### src/hw/rtl/itaf_pkg.sv
package itaf_pkg;

  localparam int unsigned VALUE_W    = 32;
  localparam int unsigned CHAR_W     = 7;
  localparam int unsigned DIGIT_W    = 4;
  localparam int unsigned NUM_DIGITS = 10;
  localparam int unsigned ROW_W      = NUM_DIGITS * DIGIT_W;
  localparam int unsigned BIT_CNT_W  = $clog2(VALUE_W);
  localparam int unsigned REM_W      = $clog2(NUM_DIGITS + 1);

  localparam logic [CHAR_W-1:0] ASCII_ZERO  = 7'h30;
  localparam logic [CHAR_W-1:0] ASCII_NINE  = 7'h39;
  localparam logic [CHAR_W-1:0] ASCII_A     = 7'h41;
  localparam logic [CHAR_W-1:0] ASCII_F     = 7'h46;
  localparam logic [CHAR_W-1:0] ASCII_MINUS = 7'h2D;

  localparam logic [DIGIT_W-1:0] DEC_BASE     = 4'd10;
  localparam logic [DIGIT_W-1:0] DABBLE_LIMIT = 4'd5;
  localparam logic [DIGIT_W-1:0] DABBLE_BIAS  = 4'd3;

  typedef enum logic [1:0] {
    CELL_HOLD,
    CELL_LOAD,
    CELL_DABBLE,
    CELL_EMIT
  } cell_op_e;

  typedef enum logic [2:0] {
    ST_IDLE,
    ST_CONV,
    ST_SKIP,
    ST_SIGN,
    ST_EMIT
  } itaf_state_e;

  typedef struct packed {
    cell_op_e           op;
    logic               lsb;
    logic [ROW_W-1:0]   load;
  } row_ctrl_t;

  typedef struct packed {
    logic               valid;
    logic [CHAR_W-1:0]  character;
    logic               last;
  } char_push_t;

  function automatic logic [CHAR_W-1:0] digit_to_ascii(input logic [DIGIT_W-1:0] d);
    logic [CHAR_W-1:0] c;
    if (d < DEC_BASE) begin
      c = ASCII_ZERO + CHAR_W'(d);
    end else begin
      c = ASCII_A + CHAR_W'(d - DEC_BASE);
    end
    return c;
  endfunction

endpackage

### src/hw/rtl/itaf_in_if.sv
interface itaf_in_if;
  logic                                valid;
  logic                                ready;
  logic signed [itaf_pkg::VALUE_W-1:0] value;
  logic                                hex_mode;

  modport source (output valid, output value, output hex_mode, input ready);
  modport sink   (input valid, input value, input hex_mode, output ready);
endinterface

### src/hw/rtl/itaf_out_if.sv
interface itaf_out_if;
  logic                          valid;
  logic                          ready;
  logic [itaf_pkg::CHAR_W-1:0]   character;
  logic                          last;

  modport source (output valid, output character, output last, input ready);
  modport sink   (input valid, input character, input last, output ready);
endinterface

### src/hw/rtl/integer_to_ascii_formatter_core.sv
// channel  dir  beat fields        handshake
// in_i     in   value, hex_mode    valid/ready
// out_o    out  character, last    valid/ready
//
// one value at a time; in_i.ready is high only between runs
// decimal: a load, then double-dabble steps through the digit cells, one per value bit,
//   then leading zeros are dropped (one digit is always kept), then an optional minus
//   sign and one character per cycle while out_o takes them
// hex: raw bits loaded, leading zeros dropped, one digit per cycle while out_o takes them
// out_o stalls hold the sign and digit emission in place; reset returns to idle with no beat pending
module integer_to_ascii_formatter_core (
  input  logic        clk_i,
  input  logic        rst_ni,
  itaf_in_if.sink     in_i,
  itaf_out_if.source  out_o
);
  import itaf_pkg::*;

  row_ctrl_t          row;
  char_push_t         push;
  logic               out_free;
  logic [DIGIT_W-1:0] digit [NUM_DIGITS];
  logic               carry [NUM_DIGITS];

  logic               out_valid_q;
  logic [CHAR_W-1:0]  out_char_q;
  logic               out_last_q;

  assign out_free = !out_valid_q || out_o.ready;

  itaf_ctrl u_ctrl (
    .clk_i       (clk_i),
    .rst_ni      (rst_ni),
    .in_valid_i  (in_i.valid),
    .in_ready_o  (in_i.ready),
    .value_i     (in_i.value),
    .hex_mode_i  (in_i.hex_mode),
    .out_free_i  (out_free),
    .top_digit_i (digit[NUM_DIGITS-1]),
    .row_o       (row),
    .push_o      (push)
  );

  // cell 0 holds the least significant digit
  for (genvar g = 0; g < NUM_DIGITS; g++) begin : g_cell
    logic [DIGIT_W-1:0] lower_digit;
    logic               lower_carry;
    if (g == 0) begin : g_first
      assign lower_digit = '0;
      assign lower_carry = row.lsb;
    end else begin : g_rest
      assign lower_digit = digit[g-1];
      assign lower_carry = carry[g-1];
    end
    itaf_digit_cell u_cell (
      .clk_i         (clk_i),
      .op_i          (row.op),
      .load_i        (row.load[g*DIGIT_W +: DIGIT_W]),
      .lower_digit_i (lower_digit),
      .carry_i       (lower_carry),
      .digit_o       (digit[g]),
      .carry_o       (carry[g])
    );
  end

  always_ff @(posedge clk_i or negedge rst_ni) begin
    if (!rst_ni) begin
      out_valid_q <= 1'b0;
    end else if (push.valid) begin
      out_valid_q <= 1'b1;
    end else if (out_o.ready) begin
      out_valid_q <= 1'b0;
    end
  end

  always_ff @(posedge clk_i) begin
    if (push.valid) begin
      out_char_q <= push.character;
      out_last_q <= push.last;
    end
  end

  assign out_o.valid     = out_valid_q;
  assign out_o.character = out_char_q;
  assign out_o.last      = out_last_q;

endmodule

### src/hw/rtl/itaf_digit_cell.sv
module itaf_digit_cell (
  input  logic                          clk_i,
  input  itaf_pkg::cell_op_e            op_i,
  input  logic [itaf_pkg::DIGIT_W-1:0]  load_i,
  input  logic [itaf_pkg::DIGIT_W-1:0]  lower_digit_i,
  input  logic                          carry_i,
  output logic [itaf_pkg::DIGIT_W-1:0]  digit_o,
  output logic                          carry_o
);
  import itaf_pkg::*;

  logic [DIGIT_W-1:0] digit_q, digit_d;
  logic [DIGIT_W-1:0] adj;

  // add-3 correction before each doubling
  assign adj     = (digit_q >= DABBLE_LIMIT) ? digit_q + DABBLE_BIAS : digit_q;
  assign carry_o = adj[DIGIT_W-1];
  assign digit_o = digit_q;

  always_comb begin
    case (op_i)
      CELL_HOLD:   digit_d = digit_q;
      CELL_LOAD:   digit_d = load_i;
      CELL_DABBLE: digit_d = {adj[DIGIT_W-2:0], carry_i};
      CELL_EMIT:   digit_d = lower_digit_i;
      default:     digit_d = digit_q;
    endcase
  end

  always_ff @(posedge clk_i) begin
    digit_q <= digit_d;
  end

endmodule

### src/hw/rtl/itaf_ctrl.sv
module itaf_ctrl (
  input  logic                                clk_i,
  input  logic                                rst_ni,
  input  logic                                in_valid_i,
  output logic                                in_ready_o,
  input  logic signed [itaf_pkg::VALUE_W-1:0] value_i,
  input  logic                                hex_mode_i,
  input  logic                                out_free_i,
  input  logic [itaf_pkg::DIGIT_W-1:0]        top_digit_i,
  output itaf_pkg::row_ctrl_t                 row_o,
  output itaf_pkg::char_push_t                push_o
);
  import itaf_pkg::*;

  itaf_state_e          state_q, state_d;
  logic [VALUE_W-1:0]   bin_q, bin_d;
  logic [BIT_CNT_W-1:0] bit_cnt_q, bit_cnt_d;
  logic [REM_W-1:0]     rem_q, rem_d;
  logic                 sign_q, sign_d;

  logic [VALUE_W-1:0]   raw;
  logic [VALUE_W-1:0]   mag;
  logic                 accept;
  logic                 skip;
  logic                 final_digit;

  assign raw         = value_i;
  assign mag         = raw[VALUE_W-1] ? ('0 - raw) : raw;
  assign accept      = in_valid_i && (state_q == ST_IDLE);
  // drop leading zeros but always keep one digit
  assign skip        = (top_digit_i == '0) && (rem_q > REM_W'(1));
  assign final_digit = (rem_q == REM_W'(1));

  // next state
  always_comb begin
    state_d = state_q;
    case (state_q)
      ST_IDLE: begin
        if (in_valid_i) begin
          state_d = hex_mode_i ? ST_SKIP : ST_CONV;
        end
      end
      ST_CONV: begin
        if (bit_cnt_q == BIT_CNT_W'(VALUE_W - 1)) begin
          state_d = ST_SKIP;
        end
      end
      ST_SKIP: begin
        if (!skip) begin
          state_d = sign_q ? ST_SIGN : ST_EMIT;
        end
      end
      ST_SIGN: begin
        if (out_free_i) begin
          state_d = ST_EMIT;
        end
      end
      ST_EMIT: begin
        if (out_free_i && final_digit) begin
          state_d = ST_IDLE;
        end
      end
      default: state_d = ST_IDLE;
    endcase
  end

  // outputs and datapath control
  always_comb begin
    in_ready_o = (state_q == ST_IDLE);
    row_o.op   = CELL_HOLD;
    row_o.lsb  = bin_q[VALUE_W-1];
    row_o.load = hex_mode_i ? ROW_W'(raw) : '0;
    push_o.valid     = 1'b0;
    push_o.character = digit_to_ascii(top_digit_i);
    push_o.last      = final_digit;
    bin_d     = bin_q;
    bit_cnt_d = bit_cnt_q;
    rem_d     = rem_q;
    sign_d    = sign_q;
    case (state_q)
      ST_IDLE: begin
        if (accept) begin
          row_o.op  = CELL_LOAD;
          bin_d     = mag;
          bit_cnt_d = '0;
          rem_d     = REM_W'(NUM_DIGITS);
          sign_d    = !hex_mode_i && raw[VALUE_W-1];
        end
      end
      ST_CONV: begin
        row_o.op  = CELL_DABBLE;
        bin_d     = {bin_q[VALUE_W-2:0], 1'b0};
        bit_cnt_d = bit_cnt_q + BIT_CNT_W'(1);
      end
      ST_SKIP: begin
        if (skip) begin
          row_o.op = CELL_EMIT;
          rem_d    = rem_q - REM_W'(1);
        end
      end
      ST_SIGN: begin
        push_o.valid     = out_free_i;
        push_o.character = ASCII_MINUS;
        push_o.last      = 1'b0;
        if (out_free_i) begin
          sign_d = 1'b0;
        end
      end
      ST_EMIT: begin
        if (out_free_i) begin
          push_o.valid = 1'b1;
          row_o.op     = CELL_EMIT;
          rem_d        = rem_q - REM_W'(1);
        end
      end
      default: ;
    endcase
  end

  always_ff @(posedge clk_i or negedge rst_ni) begin
    if (!rst_ni) begin
      state_q   <= ST_IDLE;
      bit_cnt_q <= '0;
      rem_q     <= '0;
      sign_q    <= 1'b0;
    end else begin
      state_q   <= state_d;
      bit_cnt_q <= bit_cnt_d;
      rem_q     <= rem_d;
      sign_q    <= sign_d;
    end
  end

  always_ff @(posedge clk_i) begin
    bin_q <= bin_d;
  end

endmodule

### src/flat_wrapper.sv
// flat-port wrapper written by rule: the top's interface ports become plain ports
module integer_to_ascii_formatter_core_flat import itaf_pkg::*;
  (clk_i, rst_ni, in_i_valid, in_i_value, in_i_hex_mode, in_i_ready, out_o_valid, out_o_character, out_o_last, out_o_ready);
  itaf_in_if in_i_i ();
  itaf_out_if out_o_i ();
  input  logic clk_i;
  input  logic rst_ni;
  input wire logic [$bits(in_i_i.valid)-1:0] in_i_valid;
  input wire logic [$bits(in_i_i.value)-1:0] in_i_value;
  input wire logic [$bits(in_i_i.hex_mode)-1:0] in_i_hex_mode;
  output wire logic [$bits(in_i_i.ready)-1:0] in_i_ready;
  output wire logic [$bits(out_o_i.valid)-1:0] out_o_valid;
  output wire logic [$bits(out_o_i.character)-1:0] out_o_character;
  output wire logic [$bits(out_o_i.last)-1:0] out_o_last;
  input wire logic [$bits(out_o_i.ready)-1:0] out_o_ready;
  assign in_i_i.valid = in_i_valid;
  assign in_i_i.value = in_i_value;
  assign in_i_i.hex_mode = in_i_hex_mode;
  assign in_i_ready = in_i_i.ready;
  assign out_o_valid = out_o_i.valid;
  assign out_o_character = out_o_i.character;
  assign out_o_last = out_o_i.last;
  assign out_o_i.ready = out_o_ready;
  integer_to_ascii_formatter_core u_core (.clk_i(clk_i), .rst_ni(rst_ni), .in_i(in_i_i), .out_o(out_o_i));
endmodule
### config.mk
export PLATFORM = sky130hd
export DESIGN_NAME = integer_to_ascii_formatter_core_flat
export DESIGN_NICKNAME = d
export VERILOG_FILES = /design/src/hw/rtl/itaf_pkg.sv /design/src/hw/rtl/itaf_in_if.sv /design/src/hw/rtl/itaf_out_if.sv /design/src/hw/rtl/integer_to_ascii_formatter_core.sv /design/src/hw/rtl/itaf_digit_cell.sv /design/src/hw/rtl/itaf_ctrl.sv /design/src/flat_wrapper.sv
export SDC_FILE = /design/constraint.sdc
export NUM_CORES = 1
export LEC_CHECK = 0
export ABC_AREA = 1
export BUFFER_PORTS_ARGS = -buffer_cell sky130_fd_sc_hd__buf_2
export CORE_ASPECT_RATIO = 1.25
export CORE_UTILIZATION = 57
export CTS_BUF_LIST = sky130_fd_sc_hd__clkbuf_8
export DETAILED_ROUTE_END_ITERATION = 7
export MAX_ROUTING_LAYER = met4
export PLACE_DENSITY = 0.87
export SYNTH_ARGS = -nofsm -noshare
export SYNTH_HDL_FRONTEND = slang
export SYNTH_SLANG_ARGS = --single-unit
### constraint.sdc
create_clock -name clk_i -period 2.5 [get_ports clk_i]
set_input_delay 0.5 -clock clk_i [delete_from_list [all_inputs] [get_ports clk_i]]
set_output_delay 0.5 -clock clk_i [all_outputs]
set_load 0.005 [all_outputs]
==> results of run 1 <==
[placed cells by master, fill, tap and decap left out, types with 2 or more instances in the layout]
cell	n
a21oi_1	7
a31oi_1	2
and2_1	2
buf_12	2
buf_2	46
buf_4	8
bufinv_16	3
clkbuf_8	9
dfrtp_1	14
edfxtp_1	80
ha_1	28
inv_1	104
inv_2	7
nand2_1	222
nand2_2	3
nand3_1	69
nand3_2	3
nand3b_1	2
nand4_1	7
nor2_1	62
nor2_2	5
nor3_1	2
o211ai_1	38
o21ai_0	68
o21ai_1	2
o22ai_1	7
o32ai_1	4
or2_2	4
xnor2_1	4
xor2_1	18
[flip-flops by register name, summed over array words and instances, names as in the netlist]
signal / flops
u_core.u_ctrl.state_q: 3
u_core.u_ctrl.bit_cnt_q: 5
u_core.u_ctrl.sign_q: 1
u_core.u_ctrl.bin_q: 32
u_core.out_o.valid: 1
u_core.out_o.character: 7
u_core.out_o.last: 1
u_core.g_cell.u_cell.digit_o: 40
u_core.u_ctrl.rem_q: 4
[logic make-up after synthesis]
kind of cell / synth area share
AND/OR/NAND/NOR: 0.261
adder cells (fa/ha/maj): 0.0561
flip-flops: 0.441
XOR/XNOR: 0.0308
buffers and inverters: 0.0839
AO/OA/AOI/OAI: 0.127
[metrics by stage]
| stage | util | cell area [sq um] |
|---|---|---|
| global placement | 0.625 | 6630 |
| CTS | 0.647 | 6870 |
| global route | 0.647 | 6870 |
| detailed placement | 0.625 | 6630 |
| floorplan | - | 6250 |
| finish | 0.647 | 6870 |
[worst min path at each step]
stage | startpoint | endpoint | slack, ps
global placement | rst_ni | u_core.out_o.valid | 410
global route | rst_ni | u_core.u_ctrl.bit_cnt_q[0] | 40
floorplan | rst_ni | u_core.out_o.valid | 200
CTS | rst_ni | u_core.u_ctrl.bit_cnt_q[0] | 10
detailed placement | rst_ni | u_core.u_ctrl.rem_q[3] | 430
finish | rst_ni | u_core.u_ctrl.bit_cnt_q[1] | 10
[power groups by stage]
stage	Combinational (mW)	Sequential (mW)	Clock (mW)
2_1_floorplan	2.68	3.13	0
5_1_grt	4.12	3.30	1.29
6_report	3.60	3.21	1.22
3_5_place_dp	3.56	3.22	0
4_1_cts	3.59	3.20	1.23
3_3_place_gp	3.47	3.21	0
[layout make-up]
cell class / instances / area [sq um] / area share
clock inverter: 7 / 115 / 0.0168
timing repair buffer: 56 / 330 / 0.0481
sequential: 94 / 2750 / 0.401
multi-input combinational: 567 / 2970 / 0.432
clock buffer: 9 / 124 / 0.0180
inverter: 110 / 413 / 0.0601
tap: 132 / 165 / 0.0240
[per-layer routing]
layer	track usage	vias to the layer above	share of wire
met5	-	-	0
met4	0.125	0	0.034
li1	-	2740	-
met2	0.421	219	0.48
met3	0.0370	42	0.058
met1	0.336	2496	0.43
==> results.yml, run 1 <==
sta:
  setup_ws_ps: 446
  holdWs_ps: 12.3
  fmax_mhz: 487
  fin_worst_skew_ps: 16.0
  relSlewSlack: 0.482
  slew_viol_final: 0
  hold_violations: 0
  post-route-min-period_ps: 2050
  tightest_slew_ps: 777
  finalSetupViolations: 0
  tns_ps: 0
  rsz0062_at_grt: "false"
  fin_crit_sh: 0.821
grt:
  grt_max_degree: 44
  grt_first_pass_wirelength_microns: 23100
  antenna_found_initial: 0
  grt_pass1_vias: 5136
  grt_remaining_overflow: 0
  grt_use_total: 0.266
critical_path:
  ff2ff_setup_slack_ps: 450
  worst_setup_path_end_kind: "flip-flop"
  crit_fanout: 23
  crit_type: "flip-flop to flip-flop"
  start_kind: "flip-flop"
  slowest_stage: "edfxtp_1"
  r2r_end: "u_core.g_cell[6].u_cell.digit_o[2]"
  critical_path_buf_inv_count: 3
  cp.depth: 9
  crit_family: "buffers and inverters"
  cp.arrival_ps: 2180
  r2r_cells: 9
  critPathCapture: "u_core.g_cell[6].u_cell.digit_o[2]"
  worstPathRequired_ps: 2620
  cpPeakStageDelay_ps: 420
  worstReg2RegStart: "u_core.g_cell[9].u_cell.digit_o[0]"
  path_cells: "inv_1 -> ha_1 -> nand2_1 -> nor2_1 -> nand3_2 -> nand2_2 -> inv_2 -> buf_4 -> o211ai_1"
  startpoint: "u_core.g_cell[9].u_cell.digit_o[0]"
final_layout:
  instances_no_fill: 975
  layout-drive-gt1-share: 0.113
  final_net_count: 903
  n_fill_cell: 872
  syn_to_final_growth_pct: 9.98
  diodes: 0
cts:
  clock_path_buffers: 2
  post_cts_buffers: 0
  htree_levels: 3
  cts.sinks: 94
  cts-buffers-inserted: 9
  insertion_delay_ps: 380
  clk_pin_slew_worst_paths_ps: 100
  hold_buffers: 0
  cts_tree: "built"
  cts_resized: 0
  clockRootBuffer: "clkbuf_8"
place:
  dpl.hpwl_microns: 10000
  place_ws_ps: 418
  dp.cells: 959
  gp_congestion: 0.936
  port_buffers: 46
pwr:
  p_total_mw: 8.02
  p_switching_mw: 3.36
  seqPwrFrac: 0.400
  p_leak_nw: 3.06
  power_density_nw_per_um2: 1170
  pwr-share-clk: 0.152
  p_int_mw: 4.67
  power_frac_comb: 0.448
  vdd_ir_drop_max_uv: 688
  p_sw_frac: 0.418
routing:
  detail-route-antenna-nets: 0
  via_per_inst: 5.64
  drc: 0
  drt-total-wl_microns: 13900
  vias: 5497
  drtIter0Drc: 480
  dr.pass1.iters: 6
  wl_per_cell_microns: 14.3
floorplan:
  fp.dieH_microns: 119
  fp.dieW_microns: 95.6
  num_rows: 42
  pin_count: 47
  core_area_sq_um: 10600
  die_area_sq_um: 11400
  initial_utilization: 0.588
synthesis:
  yosys_warnings: 0
  yosysMostFrequentCell: "nand2_1"
  synth_cell_types: 37
  async_reset_ff_frac: 0.149
  synth_top_cell_by_area: "edfxtp_1"
  synth_ff_type: "edfxtp_1"
  synth_area_leaders: "edfxtp_1, nand2_1, inv_1, dfrtp_1, ha_1"
  seq_area_frac_synth: 0.441
  synth_common_cells: "nand2_1, inv_1, edfxtp_1"
  ys_ff_latch: 94
  synth_area_sq_um: 6250
  synth_top_area_share: 0.385
  synthesis.nets: 857
  synth.avg_cell_area_sq_um: 7.89
  netlist_instances: 792
  synth-edff-count: 80
worst_hold_path:
  min_path_type: "input port to async pin"
outcome:
  status: "complete, no violations"
run:
  maxCapViolCount: 0
No activity file was read; power rests on OpenSTA's default activity.
==> run 2, diff against run 1 <==
==> constraint.sdc (replaced) <==
create_clock -name clk_i -period 1.85 [get_ports clk_i]
set_input_delay 0.37 -clock clk_i [delete_from_list [all_inputs] [get_ports clk_i]]
set_output_delay 0.37 -clock clk_i [all_outputs]
set_load 0.005 [all_outputs]
==> results.yml, run 2 (same netlist as run 1, synthesis figures left out) <==
outcome:
  status: "complete, no violations"
cts:
  cts.sinks: 94
  cts_tree: "built"
  insertion_delay_ps: 380
  clock_path_buffers: 2
  clk_pin_slew_worst_paths_ps: 100
  cts-buffers-inserted: 9
  clockRootBuffer: "clkbuf_8"
  htree_levels: 3
pwr:
  p_total_mw: 11.3
  power_density_nw_per_um2: 1590
  vdd_ir_drop_max_uv: 841
  p_leak_nw: 3.20
routing:
  detail-route-antenna-nets: 0
  drt-total-wl_microns: 14800
  vias: 5719
  drc: 0
  drtIter0Drc: 444
  dr.pass1.iters: 6
  wl_per_cell_microns: 14.8
  via_per_inst: 5.73
place:
  dp.cells: 980
  gp_congestion: 0.947
  dpl.hpwl_microns: 10900
  dpl_cell_area_sq_um: 6860
  port_buffers: 46
final_layout:
  largest_reg_flops: 40
  final_net_count: 926
  n_fill_cell: 872
  layout-drive-gt1-share: 0.141
  postLayoutCellArea_sq_um: 7120
  final_common_cell: "nand2_1"
  layout_common_cells: "nand2_1, inv_1, edfxtp_1"
  seq_area_sq_um: 2750
  diodes: 0
  syn_to_final_growth_pct: 14.1
  instances_no_fill: 998
  multi_input_area_sq_um: 2990
floorplan:
  pin_count: 47
  num_rows: 42
  fp.dieH_microns: 119
  fp.dieW_microns: 95.6
  core_area_sq_um: 10600
  initial_utilization: 0.588
  die_area_sq_um: 11400
sta:
  tightest_slew_ps: 517
  fmax_mhz: 560
  relSlewSlack: 0.652
  finalSetupViolations: 0
  post-route-min-period_ps: 1780
  rsz0062_at_grt: "true"
  hold_violations: 0
  slew_viol_final: 0
  fin_crit_sh: 0.964
  fin_worst_skew_ps: 14.0
worst_hold_path:
  holdPathStages: 3
  min_to: "u_core.u_ctrl.bin_q[0]"
  min_path_type: "input port to flip-flop"
  min_from: "in_i_value[0]"
grt:
  grt_pass1_vias: 5432
  grt_remaining_overflow: 0
  grt_first_pass_wirelength_microns: 24700
  grt_use_total: 0.285
  antenna_found_initial: 0
  grt_max_degree: 57
critical_path:
  r2r_end: "u_core.g_cell[1].u_cell.digit_o[2]"
  ff2ff_setup_slack_ps: 70
  worstReg2RegStart: "u_core.g_cell[1].u_cell.digit_o[0]"
  worst_setup_path_end_kind: "flip-flop"
  cp.arrival_ps: 1910
  start_kind: "flip-flop"
  worstPathRequired_ps: 1980
  crit_fanout: 4
  crit_type: "flip-flop to flip-flop"
  r2r_cells: 7
run:
  maxCapViolCount: 0
run 2: changes by cell type in the layout (fill, tap and decap cells not counted), moves of 2 or more:
cell     change
nor2_1       -2
o21ai_0      -2
nand2_1      -2
nand2_4      +2
buf_12       +5
buf_4       +17
inv_2        +2
nor2_2       +2
run 2: worst max path at each step:
stage	slack (ps)	end	depth (start not counted)	from
after floorplan	60	u_core.g_cell[0].u_cell.digit_o[0]	8	u_core.g_cell[9].u_cell.digit_o[0]
after global placement	60	u_core.u_ctrl.bin_q[25]	10	in_i_value[1]
after detailed placement	-20	u_core.u_ctrl.bin_q[30]	10	in_i_value[0]
after CTS	20	u_core.g_cell[6].u_cell.digit_o[0]	10	u_core.g_cell[9].u_cell.digit_o[1]
after global routing	-5	u_core.g_cell[7].u_cell.digit_o[1]	10	u_core.g_cell[9].u_cell.digit_o[0]
final	70	u_core.g_cell[1].u_cell.digit_o[2]	7	u_core.g_cell[1].u_cell.digit_o[0]
run 2: layout make-up:
type / instances / share of cell area
repair buffers: 79 / 0.0797
clock inverters: 7 / 0.0153
multi-input cells: 567 / 0.420
well taps: 132 / 0.0232
inverters: 110 / 0.0580
flip-flops and latches: 94 / 0.386
clock buffers: 9 / 0.0174
run 2: report_power, final:
part	internal (mW)	total [mW]	switching, mW
Clock	0.884	1.62	0.740
Combinational	1.95	5.36	3.41
Sequential	3.76	4.33	0.567
run 2: routing by layer:
layer / routed length (microns) / up-vias / GRT usage / part of all wire
met4: 493 / 0 / 0.144 / 0.033
li1: - / 2791 / - / -
met1: 6290 / 2634 / 0.365 / 0.42
met3: 905 / 48 / 0.0351 / 0.061
met2: 7120 / 246 / 0.443 / 0.48
met5: 0 / - / - / 0
run 2: repair_timing:
item,in CTS,in global routing
hold endpoints to repair,14,0
endpoints found under the setup margin,0,78
hold buffers,1,0
setup buffers,0,1
resized for setup,0,8
run 2: per-stage QoR:
stage,TNS (ps),worst slack [ps],hold slack [ps],util
after global placement,0,56.6,282,0.646
after CTS,0,23.9,252,0.669
after floorplan,0,58.7,74.4,-
final,0,65.8,259,0.671
after global routing,-7.27,-5.16,275,0.671
after detailed placement,-34.2,-20.0,282,0.646
run 2: critical path, stage by stage, from the launching register on:
cell      delay (ps)
edfxtp_1         460
inv_1            150
ha_1             210
inv_1             40
o21ai_0          220
nand2_1          150
o211ai_1         200
o211ai_1         110
